<file path="config.mk">
export PLATFORM = sky130hd
export DESIGN_NAME = motion_peak_gesture_classifier_flat
export DESIGN_NICKNAME = d
export VERILOG_FILES = /design/src/design/mpgc_pkg.sv /design/src/design/mpgc_if.sv /design/src/design/mpgc_smooth.sv /design/src/design/mpgc_tracker.sv /design/src/design/mpgc_classify.sv /design/src/design/motion_peak_gesture_classifier.sv /design/src/flat_wrapper.sv
export VERILOG_INCLUDE_DIRS = /design/src /design/src/design
export SDC_FILE = /design/constraint.sdc
export NUM_CORES = 2
export LEC_CHECK = 0
export BUFFER_PORTS_ARGS = -buffer_cell sky130_fd_sc_hd__buf_2
export CORE_MARGIN = 2
export CORE_UTILIZATION = 30
export CTS_CLUSTER_SIZE = 30
export DETAILED_ROUTE_END_ITERATION = 16
export GPL_TIMING_DRIVEN = 0
export HOLD_SLACK_MARGIN = 0.1
export PLACE_DENSITY = 0.54
export SLEW_MARGIN = 10
export SYNTH_ARGS = -nofsm -noshare
export SYNTH_HDL_FRONTEND = slang
export SYNTH_SLANG_ARGS = --single-unit
</file>
<file path="constraint.sdc">
create_clock -name clk -period 10.58 [get_ports clk]
set_clock_uncertainty 0.15 [all_clocks]
set_input_delay 0.529 -clock clk [delete_from_list [all_inputs] [get_ports clk]]
set_output_delay 0.529 -clock clk [all_outputs]
set_load 0.02 [all_outputs]
</file>
<file path="src/design/motion_peak_gesture_classifier_macros.svh">
// ----------------------------------------------------------------------------
// Assertion macros for the motion peak gesture classifier
// Implication and next-cycle checks; empty when ASSERT_OFF is set.
// ----------------------------------------------------------------------------
`ifndef MOTION_PEAK_GESTURE_CLASSIFIER_MACROS_SVH
`define MOTION_PEAK_GESTURE_CLASSIFIER_MACROS_SVH

`ifndef ASSERT_OFF
`define MPGC_ASSERT_IMP(name, clk, rst, ante, cons) \
  name: assert property (@(posedge clk) disable iff (rst) (ante) |-> (cons)) \
    else $error("mpgc: same-cycle check failed");
`define MPGC_ASSERT_NXT(name, clk, rst, ante, cons) \
  name: assert property (@(posedge clk) disable iff (rst) (ante) |=> (cons)) \
    else $error("mpgc: next-cycle check failed");
`else
`define MPGC_ASSERT_IMP(name, clk, rst, ante, cons)
`define MPGC_ASSERT_NXT(name, clk, rst, ante, cons)
`endif

`endif

</file>
<file path="src/design/mpgc_pkg.sv">
// ----------------------------------------------------------------------------
// mpgc_pkg
// Shared widths, codes and types of the motion peak gesture classifier.
// ----------------------------------------------------------------------------
package mpgc_pkg;

  localparam int SAMPLE_WIDTH = 16;
  localparam int TIME_WIDTH   = 16;

  // common width for comparing samples against the 15/16 bit thresholds
  localparam int CMP_W = ((SAMPLE_WIDTH > 16) ? SAMPLE_WIDTH : 16) + 1;

  localparam int TRK_N  = 4;
  localparam int TRK_VC = 0;
  localparam int TRK_VT = 1;
  localparam int TRK_LC = 2;
  localparam int TRK_LT = 3;

  localparam int CFG_IDX_W = 2;
  localparam logic [CFG_IDX_W-1:0] CFG_THRESHOLD_HIGH = 2'd0;
  localparam logic [CFG_IDX_W-1:0] CFG_THRESHOLD_LOW  = 2'd1;
  localparam logic [CFG_IDX_W-1:0] CFG_STABLE_COUNT   = 2'd2;

  localparam logic [0:0] KIND_SAMPLE = 1'b0;
  localparam logic [0:0] KIND_END    = 1'b1;

  typedef enum logic [2:0] {
    GST_NONE  = 3'd0,
    GST_CW    = 3'd1,
    GST_CCW   = 3'd2,
    GST_DOWN  = 3'd3,
    GST_UP    = 3'd4,
    GST_RIGHT = 3'd5,
    GST_LEFT  = 3'd6
  } gesture_t;

  typedef struct packed {
    logic [7:0]                     count;
    logic [TIME_WIDTH-1:0]          first_time;
    logic signed [SAMPLE_WIDTH-1:0] extreme;
  } trk_stat_t;

endpackage

</file>
<file path="src/design/mpgc_if.sv">
// ----------------------------------------------------------------------------
// mpgc interfaces
// Sample, result and register-write channels, valid/ready handshake.
// ----------------------------------------------------------------------------
interface mpgc_in_if import mpgc_pkg::*; ();
  logic                           valid;
  logic                           ready;
  logic                           kind;
  logic signed [SAMPLE_WIDTH-1:0] vertical_accel;
  logic signed [SAMPLE_WIDTH-1:0] lateral_accel;

  modport source(output valid, kind, vertical_accel, lateral_accel, input ready);
  modport sink(input valid, kind, vertical_accel, lateral_accel, output ready);
endinterface

interface mpgc_out_if import mpgc_pkg::*; ();
  logic       valid;
  logic       ready;
  logic [2:0] gesture;
  logic [7:0] vertical_crests;
  logic [7:0] vertical_troughs;
  logic [7:0] lateral_crests;
  logic [7:0] lateral_troughs;

  modport source(output valid, gesture, vertical_crests, vertical_troughs,
                 lateral_crests, lateral_troughs, input ready);
  modport sink(input valid, gesture, vertical_crests, vertical_troughs,
               lateral_crests, lateral_troughs, output ready);
endinterface

interface mpgc_cfg_if import mpgc_pkg::*; ();
  logic                 valid;
  logic                 ready;
  logic [CFG_IDX_W-1:0] index;
  logic [15:0]          data;

  modport source(output valid, index, data, input ready);
  modport sink(input valid, index, data, output ready);
endinterface

</file>
<file path="src/design/mpgc_smooth.sv">
// ----------------------------------------------------------------------------
// mpgc_smooth
// Three-sample running mean of the lateral channel, truncated toward zero.
// ----------------------------------------------------------------------------
module mpgc_smooth import mpgc_pkg::*; (
  input  logic                           clk,
  input  logic                           rst,
  input  logic                           load,
  input  logic                           clear,
  input  logic signed [SAMPLE_WIDTH-1:0] lat,
  output logic signed [SAMPLE_WIDTH-1:0] mean
);

  localparam int SUM_W      = SAMPLE_WIDTH + 2;
  localparam int MAG_W      = SAMPLE_WIDTH + 1;
  localparam int MEAN_SHIFT = SAMPLE_WIDTH + 2;
  // ceil(2^MEAN_SHIFT / 3); exact for magnitudes below 2^(MEAN_SHIFT-1)
  localparam logic [MAG_W-1:0] MEAN_MUL =
    MAG_W'(((64'd1 << MEAN_SHIFT) + 64'd2) / 64'd3);

  logic signed [SAMPLE_WIDTH-1:0] older;
  logic signed [SAMPLE_WIDTH-1:0] newer;
  logic signed [SUM_W-1:0]        sum;
  logic signed [SUM_W-1:0]        sum_abs;
  logic                           neg;
  logic [MAG_W-1:0]               mag;
  logic [2*MAG_W-1:0]             prod;
  logic [SAMPLE_WIDTH-1:0]        quot;

  assign sum     = SUM_W'(lat) + SUM_W'(newer) + SUM_W'(older);
  assign neg     = sum[SUM_W-1];
  assign sum_abs = neg ? -sum : sum;
  assign mag     = sum_abs[MAG_W-1:0];
  assign prod    = {{MAG_W{1'b0}}, mag} * {{MAG_W{1'b0}}, MEAN_MUL};
  assign quot    = prod[MEAN_SHIFT +: SAMPLE_WIDTH];
  assign mean    = neg ? -$signed(quot) : $signed(quot);

  always_ff @(posedge clk) begin
    if (rst || clear) begin
      older <= '0;
      newer <= '0;
    end else if (load) begin
      older <= newer;
      newer <= lat;
    end
  end

endmodule

</file>
<file path="src/design/mpgc_tracker.sv">
// ----------------------------------------------------------------------------
// mpgc_tracker
// Crest or trough tracker: confirms an extreme after a run of samples
// falling back from it, counts it if beyond threshold, keeps stats.
// ----------------------------------------------------------------------------
`include "motion_peak_gesture_classifier_macros.svh"

module mpgc_tracker import mpgc_pkg::*; (
  input  logic                           clk,
  input  logic                           rst,
  input  logic                           crest,
  input  logic                           step,
  input  logic                           clear,
  input  logic signed [SAMPLE_WIDTH-1:0] x,
  input  logic signed [CMP_W-1:0]        threshold,
  input  logic [7:0]                     stable_count,
  input  logic [TIME_WIDTH-1:0]          sample_time,
  output trk_stat_t                      stat
);

  logic signed [SAMPLE_WIDTH-1:0] value, value_next;
  logic                           armed, armed_next;
  logic [7:0]                     hold, hold_next, hold_inc;
  logic [7:0]                     count, count_next, count_inc;
  logic [TIME_WIDTH-1:0]          first_time, first_time_next;
  logic signed [SAMPLE_WIDTH-1:0] extreme, extreme_next;
  logic                           over_th;

  function automatic logic beyond(input logic c,
                                  input logic signed [SAMPLE_WIDTH-1:0] a,
                                  input logic signed [SAMPLE_WIDTH-1:0] b);
    return c ? (a > b) : (a < b);
  endfunction

  assign hold_inc  = (hold == 8'hFF) ? hold : hold + 8'd1;
  assign count_inc = (count == 8'hFF) ? count : count + 8'd1;
  assign over_th   = crest ? (CMP_W'(value) > threshold) : (CMP_W'(value) < threshold);

  always_comb begin
    value_next      = value;
    armed_next      = armed;
    hold_next       = hold;
    count_next      = count;
    first_time_next = first_time;
    extreme_next    = extreme;
    if (beyond(crest, x, value)) begin
      value_next = x;
      armed_next = 1'b1;
      hold_next  = '0;
    end else if (beyond(crest, value, x) && armed) begin
      hold_next = hold_inc;
      if (hold_inc > stable_count) begin
        if (over_th) begin
          count_next = count_inc;
          if (beyond(crest, value, extreme)) begin
            extreme_next = value;
          end
          if (count_inc == 8'd1) begin
            first_time_next = sample_time;
          end
        end
        value_next = '0;
        armed_next = 1'b0;
      end
    end
  end

  always_ff @(posedge clk) begin
    if (rst || clear) begin
      value      <= '0;
      armed      <= 1'b1;
      hold       <= '0;
      count      <= '0;
      first_time <= '0;
      extreme    <= '0;
    end else if (step) begin
      value      <= value_next;
      armed      <= armed_next;
      hold       <= hold_next;
      count      <= count_next;
      first_time <= first_time_next;
      extreme    <= extreme_next;
    end
  end

  assign stat.count      = count;
  assign stat.first_time = first_time;
  assign stat.extreme    = extreme;

  // a disarmed tracker always restarts from zero
  `MPGC_ASSERT_IMP(a_disarmed_zero, clk, rst, !armed, value == '0)
  // counts only move up between clears
  `MPGC_ASSERT_NXT(a_count_mono, clk, rst, !clear, count >= $past(count))

endmodule

</file>
<file path="src/design/mpgc_classify.sv">
// ----------------------------------------------------------------------------
// mpgc_classify
// Gesture decision from the four tracker statistics.
// ----------------------------------------------------------------------------
module mpgc_classify import mpgc_pkg::*; (
  input  trk_stat_t  stat [TRK_N],
  output gesture_t   gesture
);

  logic signed [SAMPLE_WIDTH:0] span_v, span_l;
  logic [SAMPLE_WIDTH:0]        abs_v, abs_l;

  assign span_v = (SAMPLE_WIDTH+1)'(stat[TRK_VC].extreme)
                - (SAMPLE_WIDTH+1)'(stat[TRK_VT].extreme);
  assign span_l = (SAMPLE_WIDTH+1)'(stat[TRK_LC].extreme)
                - (SAMPLE_WIDTH+1)'(stat[TRK_LT].extreme);
  assign abs_v  = span_v[SAMPLE_WIDTH] ? -span_v : span_v;
  assign abs_l  = span_l[SAMPLE_WIDTH] ? -span_l : span_l;

  always_comb begin
    if (stat[TRK_VC].count == 8'd0 && stat[TRK_LC].count == 8'd0) begin
      gesture = GST_NONE;
    end else if (stat[TRK_VC].count > 8'd1 || stat[TRK_LC].count > 8'd1) begin
      gesture = (stat[TRK_LC].first_time > stat[TRK_LT].first_time) ? GST_CW : GST_CCW;
    end else if (abs_v > abs_l) begin
      gesture = (stat[TRK_VC].first_time > stat[TRK_VT].first_time) ? GST_DOWN : GST_UP;
    end else begin
      gesture = (stat[TRK_LC].first_time > stat[TRK_LT].first_time) ? GST_RIGHT : GST_LEFT;
    end
  end

endmodule

</file>
<file path="src/design/motion_peak_gesture_classifier.sv">
// A sample is registered with its smoothed lateral value on accept and updates the
// trackers in the next cycle; an end word's result is registered in the output
// register once the word leaves the input stage. Throughput: one word per cycle,
// set by the single tracker stage, unless an end word stalls. The input stage holds
// only while a result waits in the full output register. Reset (synchronous, active
// high) restores the registers to their defaults and clears all tracking state.
// ----------------------------------------------------------------------------
// motion_peak_gesture_classifier
// Crest/trough tracking of vertical and smoothed lateral acceleration with a
// gesture decision on each end word.
// ----------------------------------------------------------------------------
`include "motion_peak_gesture_classifier_macros.svh"

module motion_peak_gesture_classifier import mpgc_pkg::*; (
  input  logic           clk,
  input  logic           rst,
  mpgc_in_if.sink        samples,
  mpgc_out_if.source     results,
  mpgc_cfg_if.sink       cfg
);

  logic [14:0]                    threshold_high;
  logic signed [15:0]             threshold_low;
  logic [7:0]                     stable_count;

  logic                           in_fire;
  logic signed [SAMPLE_WIDTH-1:0] mean;

  logic                           s_valid;
  logic                           s_kind;
  logic signed [SAMPLE_WIDTH-1:0] s_vert;
  logic signed [SAMPLE_WIDTH-1:0] s_mean;
  logic                           s_go;
  logic                           step;
  logic                           fire_end;

  logic [TIME_WIDTH-1:0]          sample_time;
  logic signed [CMP_W-1:0]        th_hi, th_lo;
  trk_stat_t                      stat [TRK_N];
  gesture_t                       gesture;

  logic                           out_valid;
  logic [2:0]                     out_gesture;
  logic [7:0]                     out_cnt [TRK_N];
  logic                           trk_empty;

  // register writes
  assign cfg.ready = 1'b1;

  always_ff @(posedge clk) begin
    if (rst) begin
      threshold_high <= 15'd1638;
      threshold_low  <= -16'sd1638;
      stable_count   <= 8'd20;
    end else if (cfg.valid) begin
      unique case (cfg.index)
        CFG_THRESHOLD_HIGH: threshold_high <= cfg.data[14:0];
        CFG_THRESHOLD_LOW:  threshold_low  <= cfg.data;
        CFG_STABLE_COUNT:   stable_count   <= cfg.data[7:0];
        default: ;
      endcase
    end
  end

  // stage hand-off: only an end word can stall, on a full output register
  assign s_go          = s_valid && (s_kind == KIND_SAMPLE || !out_valid || results.ready);
  assign step          = s_go && s_kind == KIND_SAMPLE;
  assign fire_end      = s_go && s_kind == KIND_END;
  assign samples.ready = !s_valid || s_go;
  assign in_fire       = samples.valid && samples.ready;

  mpgc_smooth u_smooth (
    .clk   (clk),
    .rst   (rst),
    .load  (in_fire && samples.kind == KIND_SAMPLE),
    .clear (in_fire && samples.kind == KIND_END),
    .lat   (samples.lateral_accel),
    .mean  (mean)
  );

  always_ff @(posedge clk) begin
    if (rst) begin
      s_valid <= 1'b0;
    end else if (samples.ready) begin
      s_valid <= samples.valid;
    end
  end

  always_ff @(posedge clk) begin
    if (in_fire) begin
      s_kind <= samples.kind;
      s_vert <= samples.vertical_accel;
      s_mean <= mean;
    end
  end

  always_ff @(posedge clk) begin
    if (rst || fire_end) begin
      sample_time <= '0;
    end else if (step) begin
      sample_time <= sample_time + 1'b1;
    end
  end

  assign th_hi = CMP_W'(signed'({1'b0, threshold_high}));
  assign th_lo = CMP_W'(threshold_low);

  mpgc_tracker u_trk_vc (
    .clk (clk), .rst (rst), .crest (1'b1), .step (step), .clear (fire_end),
    .x (s_vert), .threshold (th_hi), .stable_count (stable_count),
    .sample_time (sample_time), .stat (stat[TRK_VC])
  );

  mpgc_tracker u_trk_vt (
    .clk (clk), .rst (rst), .crest (1'b0), .step (step), .clear (fire_end),
    .x (s_vert), .threshold (th_lo), .stable_count (stable_count),
    .sample_time (sample_time), .stat (stat[TRK_VT])
  );

  mpgc_tracker u_trk_lc (
    .clk (clk), .rst (rst), .crest (1'b1), .step (step), .clear (fire_end),
    .x (s_mean), .threshold (th_hi), .stable_count (stable_count),
    .sample_time (sample_time), .stat (stat[TRK_LC])
  );

  mpgc_tracker u_trk_lt (
    .clk (clk), .rst (rst), .crest (1'b0), .step (step), .clear (fire_end),
    .x (s_mean), .threshold (th_lo), .stable_count (stable_count),
    .sample_time (sample_time), .stat (stat[TRK_LT])
  );

  mpgc_classify u_classify (
    .stat    (stat),
    .gesture (gesture)
  );

  // output register
  always_ff @(posedge clk) begin
    if (rst) begin
      out_valid <= 1'b0;
    end else if (fire_end) begin
      out_valid <= 1'b1;
    end else if (results.ready) begin
      out_valid <= 1'b0;
    end
  end

  always_ff @(posedge clk) begin
    if (fire_end) begin
      out_gesture <= gesture;
      for (int i = 0; i < TRK_N; i++) begin
        out_cnt[i] <= stat[i].count;
      end
    end
  end

  assign results.valid            = out_valid;
  assign results.gesture          = out_gesture;
  assign results.vertical_crests  = out_cnt[TRK_VC];
  assign results.vertical_troughs = out_cnt[TRK_VT];
  assign results.lateral_crests   = out_cnt[TRK_LC];
  assign results.lateral_troughs  = out_cnt[TRK_LT];

  assign trk_empty = (sample_time == '0) &&
                     (stat[TRK_VC].count == 8'd0) && (stat[TRK_VT].count == 8'd0) &&
                     (stat[TRK_LC].count == 8'd0) && (stat[TRK_LT].count == 8'd0);

  // end word leaves a result and a cleared tracker set behind
  `MPGC_ASSERT_NXT(a_end_result, clk, rst, fire_end, out_valid)
  `MPGC_ASSERT_NXT(a_end_clears, clk, rst, fire_end, trk_empty)
  `MPGC_ASSERT_NXT(a_time_step, clk, rst, step, sample_time == TIME_WIDTH'($past(sample_time) + 1'b1))

endmodule
</file>
<file path="src/flat_wrapper.sv">
// flat-port wrapper written by rule: the top's interface ports become plain ports
module motion_peak_gesture_classifier_flat import mpgc_pkg::*;
  (clk, rst, samples_valid, samples_kind, samples_vertical_accel, samples_lateral_accel, samples_ready, results_valid, results_gesture, results_vertical_crests, results_vertical_troughs, results_lateral_crests, results_lateral_troughs, results_ready, cfg_valid, cfg_index, cfg_data, cfg_ready);
  mpgc_in_if samples_i ();
  mpgc_out_if results_i ();
  mpgc_cfg_if cfg_i ();
  input  logic clk;
  input  logic rst;
  input wire logic [$bits(samples_i.valid)-1:0] samples_valid;
  input wire logic [$bits(samples_i.kind)-1:0] samples_kind;
  input wire logic [$bits(samples_i.vertical_accel)-1:0] samples_vertical_accel;
  input wire logic [$bits(samples_i.lateral_accel)-1:0] samples_lateral_accel;
  output wire logic [$bits(samples_i.ready)-1:0] samples_ready;
  output wire logic [$bits(results_i.valid)-1:0] results_valid;
  output wire logic [$bits(results_i.gesture)-1:0] results_gesture;
  output wire logic [$bits(results_i.vertical_crests)-1:0] results_vertical_crests;
  output wire logic [$bits(results_i.vertical_troughs)-1:0] results_vertical_troughs;
  output wire logic [$bits(results_i.lateral_crests)-1:0] results_lateral_crests;
  output wire logic [$bits(results_i.lateral_troughs)-1:0] results_lateral_troughs;
  input wire logic [$bits(results_i.ready)-1:0] results_ready;
  input wire logic [$bits(cfg_i.valid)-1:0] cfg_valid;
  input wire logic [$bits(cfg_i.index)-1:0] cfg_index;
  input wire logic [$bits(cfg_i.data)-1:0] cfg_data;
  output wire logic [$bits(cfg_i.ready)-1:0] cfg_ready;
  assign samples_i.valid = samples_valid;
  assign samples_i.kind = samples_kind;
  assign samples_i.vertical_accel = samples_vertical_accel;
  assign samples_i.lateral_accel = samples_lateral_accel;
  assign samples_ready = samples_i.ready;
  assign results_valid = results_i.valid;
  assign results_gesture = results_i.gesture;
  assign results_vertical_crests = results_i.vertical_crests;
  assign results_vertical_troughs = results_i.vertical_troughs;
  assign results_lateral_crests = results_i.lateral_crests;
  assign results_lateral_troughs = results_i.lateral_troughs;
  assign results_i.ready = results_ready;
  assign cfg_i.valid = cfg_valid;
  assign cfg_i.index = cfg_index;
  assign cfg_i.data = cfg_data;
  assign cfg_ready = cfg_i.ready;
  motion_peak_gesture_classifier u_core (.clk(clk), .rst(rst), .samples(samples_i), .results(results_i), .cfg(cfg_i));
endmodule
</file>
==> results by stage <==
Floorplanning:
- The die extent in y is 331 µm.
- The initial standard-cell utilization of the core is 30.4%.
- From left edge to right edge, the die measures 331 µm.
- The I/O pin count is 94.
- The floorplan has 119 rows.
- The area of the core region is 106000 µm².
- The floorplan step defined a die boundary enclosing 110000 µm².

Worst setup path:
- The cell at the slowest stage of the critical path is or4b_4.
- The capturing element type of the critical path is a flop.
- For the worst setup path, the data required time is 10.80 ns.
- The start point of the critical path is u_core.u_smooth.newer[1]$_SDFFE_PP0P_.
- The startpoint identified for the worst register-to-register timing path is u_core.u_smooth.newer[1]$_SDFFE_PP0P_.
- The worst setup path endpoint is u_core.s_mean[14]$_DFFE_PP_.
- The number of cell instances on the worst register-to-register path is 36.
- The worst register-to-register path has a setup slack of 0.40 ns.
- Counting stages on the worst path, the most repeated cell is fa_1.
- The capture instance of the worst register-to-register path is u_core.s_mean[14]$_DFFE_PP_.
- At the worst endpoint, the arrival time is 10.39 ns.
- In this run the worst path has a maximum fanout of 7.
- In this design, the stage delay of the slowest critical-path cell is 0.58 ns.
- The startpoint kind of the worst setup timing path is a flop.
- The number of buffer and inverter instances along the worst setup path is 4.
- The critical path class is flop to flop.
- The critical path crosses 36 cells after its start point.
- The cell family contributing the most delay on the critical path is adder cells.

Routing:
- For this block, the initial DRC count from the detailed router was 1615.
- After detailed routing, the number of remaining DRC violations is 0.
- The total number of vias is 27000.
- The iteration count of the initial detailed-routing pass is 5.
- The wire length after detailed routing is 99.8 mm.
- Dividing the detail-routed via count by the number of cells gives 5.02.
- The detailed-route wire length per cell is 18.6 µm.
- The count of antenna-violating nets left after detailed routing is 0.

Clocking:
- After clock tree synthesis, the clock-pin slew on the worst setup and hold paths is 0.06 ns.
- The tree built by TritonCTS fans out to 417 sinks.
- The number of clock buffers added by TritonCTS is 52.
- The deepest level of the CTS H-tree is 2.
- The clock tree from TritonCTS is yes.
- For the worst-skew pair, the clock arrives at the later sink with an insertion delay of 0.67 ns.
- The clock tree buffer depth is 3.
- The cell sitting at the root of the clock tree is a clkbuf_16.

Yosys:
- For this run, the leading register cell type out of synthesis is dfxtp_1.
- The number of synthesis warnings is 0.
- The post-synth net total is 4345.
- The synthesized design contains 68 enable-type register cells.
- The post-synthesis instance area is 32100 µm².
- The netlist uses 92 different library cells.
- Synthesis inferred 417 register bits.
- Counting every instance in the synthesized netlist gives 3719.
- The fraction of the yosys area taken by sequential cells is 28.1%.
- The mean instance size in the synthesized netlist is 8.63 µm².
- Counting flops with an async set or reset pin after synthesis yields a share of 0%.

Cells and area:
- The final-stage net count is 4561.
- The post-route netlist has 7.72% of its cells at a drive strength greater than 1.
- The fill cell instance count of the final layout is 10900.
- The combined flip-flop and latch cell area is 9030 µm².
- The synthesis-to-finish area growth is 15.9%.
- The number of antenna diodes in the final layout is 0.
- The utilization after layout is 35.2%.
- Ranked by flip-flop count, first place goes to u_core.out_cnt.
- The library cells used most frequently in the layout, excluding fill and tap cells, are ha_1, nand2_1, inv_1.
- Leaving out fill and tap cells, the most frequent cell in the layout is ha_1.
- The area of the multi-input gates is 21400 µm².
- The register with the most flip-flops in the layout has 32 of them.
- The post-layout instance count excluding filler cells is 5370.

STA:
- The transition time at the pin with the least slew margin is 1.22 ns.
- The number of endpoints failing setup at the final stage is 0.
- The share of the clock period used by the worst path after layout is 96.2%.
- The worst slew margin relative to its limit is 18.3%.
- The final count of pins violating max slew is 0.
- For this run, the top clock speed supported by timing is 98.3 MHz.
- The smallest clock period supported by the final layout is computed as 10.18 ns.
- The number of endpoints with negative hold slack in the final report was 0.

Status:
- The flow ran to the end, and the final reports show no timing, DRC or antenna violations.

Global routing:
- The first-pass GRT wire length is 152 mm.
- Global routing used 17.9% of the available tracks.
- The maximum number of pins on one net before global-route repair is 35.
- The number of global-route vias before repair is 26000.
- Global routing finished with a remaining overflow of 0.
- The number of antenna violations at the first check in global routing is 4.

Placed design:
- Routability-driven placement finished with a final weighted congestion of 0.932.
- The cell count after placement is 5204.
- The post-detailed-placement half-perimeter wirelength is 79.7 mm.
- The number of input and output port buffers inserted is 92.

Run:
- The count of maximum capacitance violations is 0.

Min path:
- The startpoint identified for the worst hold timing path is cfg_index[1].
- The worst hold path class is input port to flop.
## routing by layer
metal,GRT usage (%),up-vias,share of wire (%)
met1,23.6,12800,46
met3,2.49,154,4.7
met4,7.22,0,3.9
met2,29.5,598,45
li1,-,13400,-
met5,0,-,0
## cells by family after synthesis
| family | after synthesis | share of synthesized area (%) |
|---|---|---|
| AO/OA/AOI/OAI | 796 | 16.1 |
| XOR/XNOR | 149 | 4.07 |
| adder cells (fa/ha/maj) | 570 | 24.6 |
| buffers and inverters | 535 | 6.29 |
| flip-flops | 417 | 28.1 |
| multiplexers | 120 | 3.75 |
| other | 1 | 0.0117 |
| AND/OR/NAND/NOR | 1131 | 17.1 |
## what timing repair did
| item | CTS | global route |
|---|---|---|
| gates cloned | 0 | 0 |
| endpoints found under the setup margin | 13 | 9 |
| hold buffers | 50 | 0 |
| setup buffers | 1 | 18 |
| endpoints found under the hold margin | 73 | 0 |
| gates resized for setup | 20 | 51 |
| pin swaps | 2 | 12 |
## stage by stage
step / setup slack, ns / hold slack (ns) / cell area (µm²) / TNS (ns)
after global routing: -0.00311 / 0.169 / 37200 / -0.00546
after floorplan: 0.644 / 0.256 / 32100 / 0
after global placement: -1.53 / 0.267 / 34300 / -13.75
final: 0.404 / 0.151 / 37200 / 0
after detailed placement: -1.62 / 0.272 / 34400 / -14.99
after CTS: 0.0308 / 0.110 / 36800 / 0
## area by class of cell
cell class / count / area share, %
inverter: 414 / 4.18
clock inverter: 21 / 0.817
sequential: 417 / 24.3
timing repair buffer: 163 / 3.06
multi-input combinational: 2767 / 57.5
clock buffer: 77 / 4.22
buffer: 120 / 1.27
tap: 1391 / 4.68
## worst min-delay path, cell delays in order
cell     delay, ns
buf_2         0.12
nor3b_1       0.09
nor2_1        0.10
a211o_1       0.10
## cells in the mapped netlist, drive strengths merged (7+ instances only)
master   number  area [µm²]
fa          102        2040
o31ai        20         150
a2111oi      10         113
a31oi        18         113
nor2        164         616
a211o        21         184
ha          468        5860
a21oi       282        1410
o21a         60         450
nand4        62         394
nand3       139         696
inv         414        1550
a21o         93         703
clkbuf      110         413
or4          11        90.1
nor3b         8        65.1
a211oi       28         215
o211ai       16         120
nor3         50         250
a21boi        9        71.3
dfxtp       349        6990
xor2         49         429
buf          11        52.6
nor4          8        50.1
or3          30         188
nor2b        47         294
xnor2       100         876
nand2b       31         194
mux2i       117        1170
and3         37         238
a311oi       13         138
and2         15        96.4
a22o          7        61.3
nand2       452        1700
nand3b       37         278
edfxtp       68        2040
and4         13         114
o21bai       12        90.1
a22oi        16         120
or2          10        62.6
o41ai         8        70.1
a31o          7        61.3
o21ai       130         651
## worst min path at each step
stage,to,slack [ns],depth (start not counted)
global placement,u_core.out_cnt[0][5]$_DFFE_PP_,0.27,0
global route,u_core.u_trk_vc.count[3]$_SDFFE_PP0P_,0.17,3
detailed placement,u_core.out_cnt[0][5]$_DFFE_PP_,0.27,0
floorplan,u_core.out_cnt[0][2]$_DFFE_PP_,0.26,0
finish,u_core.threshold_high[1]$_SDFFE_PP1P_,0.15,4
CTS,u_core.threshold_high[1]$_SDFFE_PP1P_,0.11,4
Power is not shown: default switching activity piles up to over one toggle a cycle in this logic, so the estimate is an artifact.
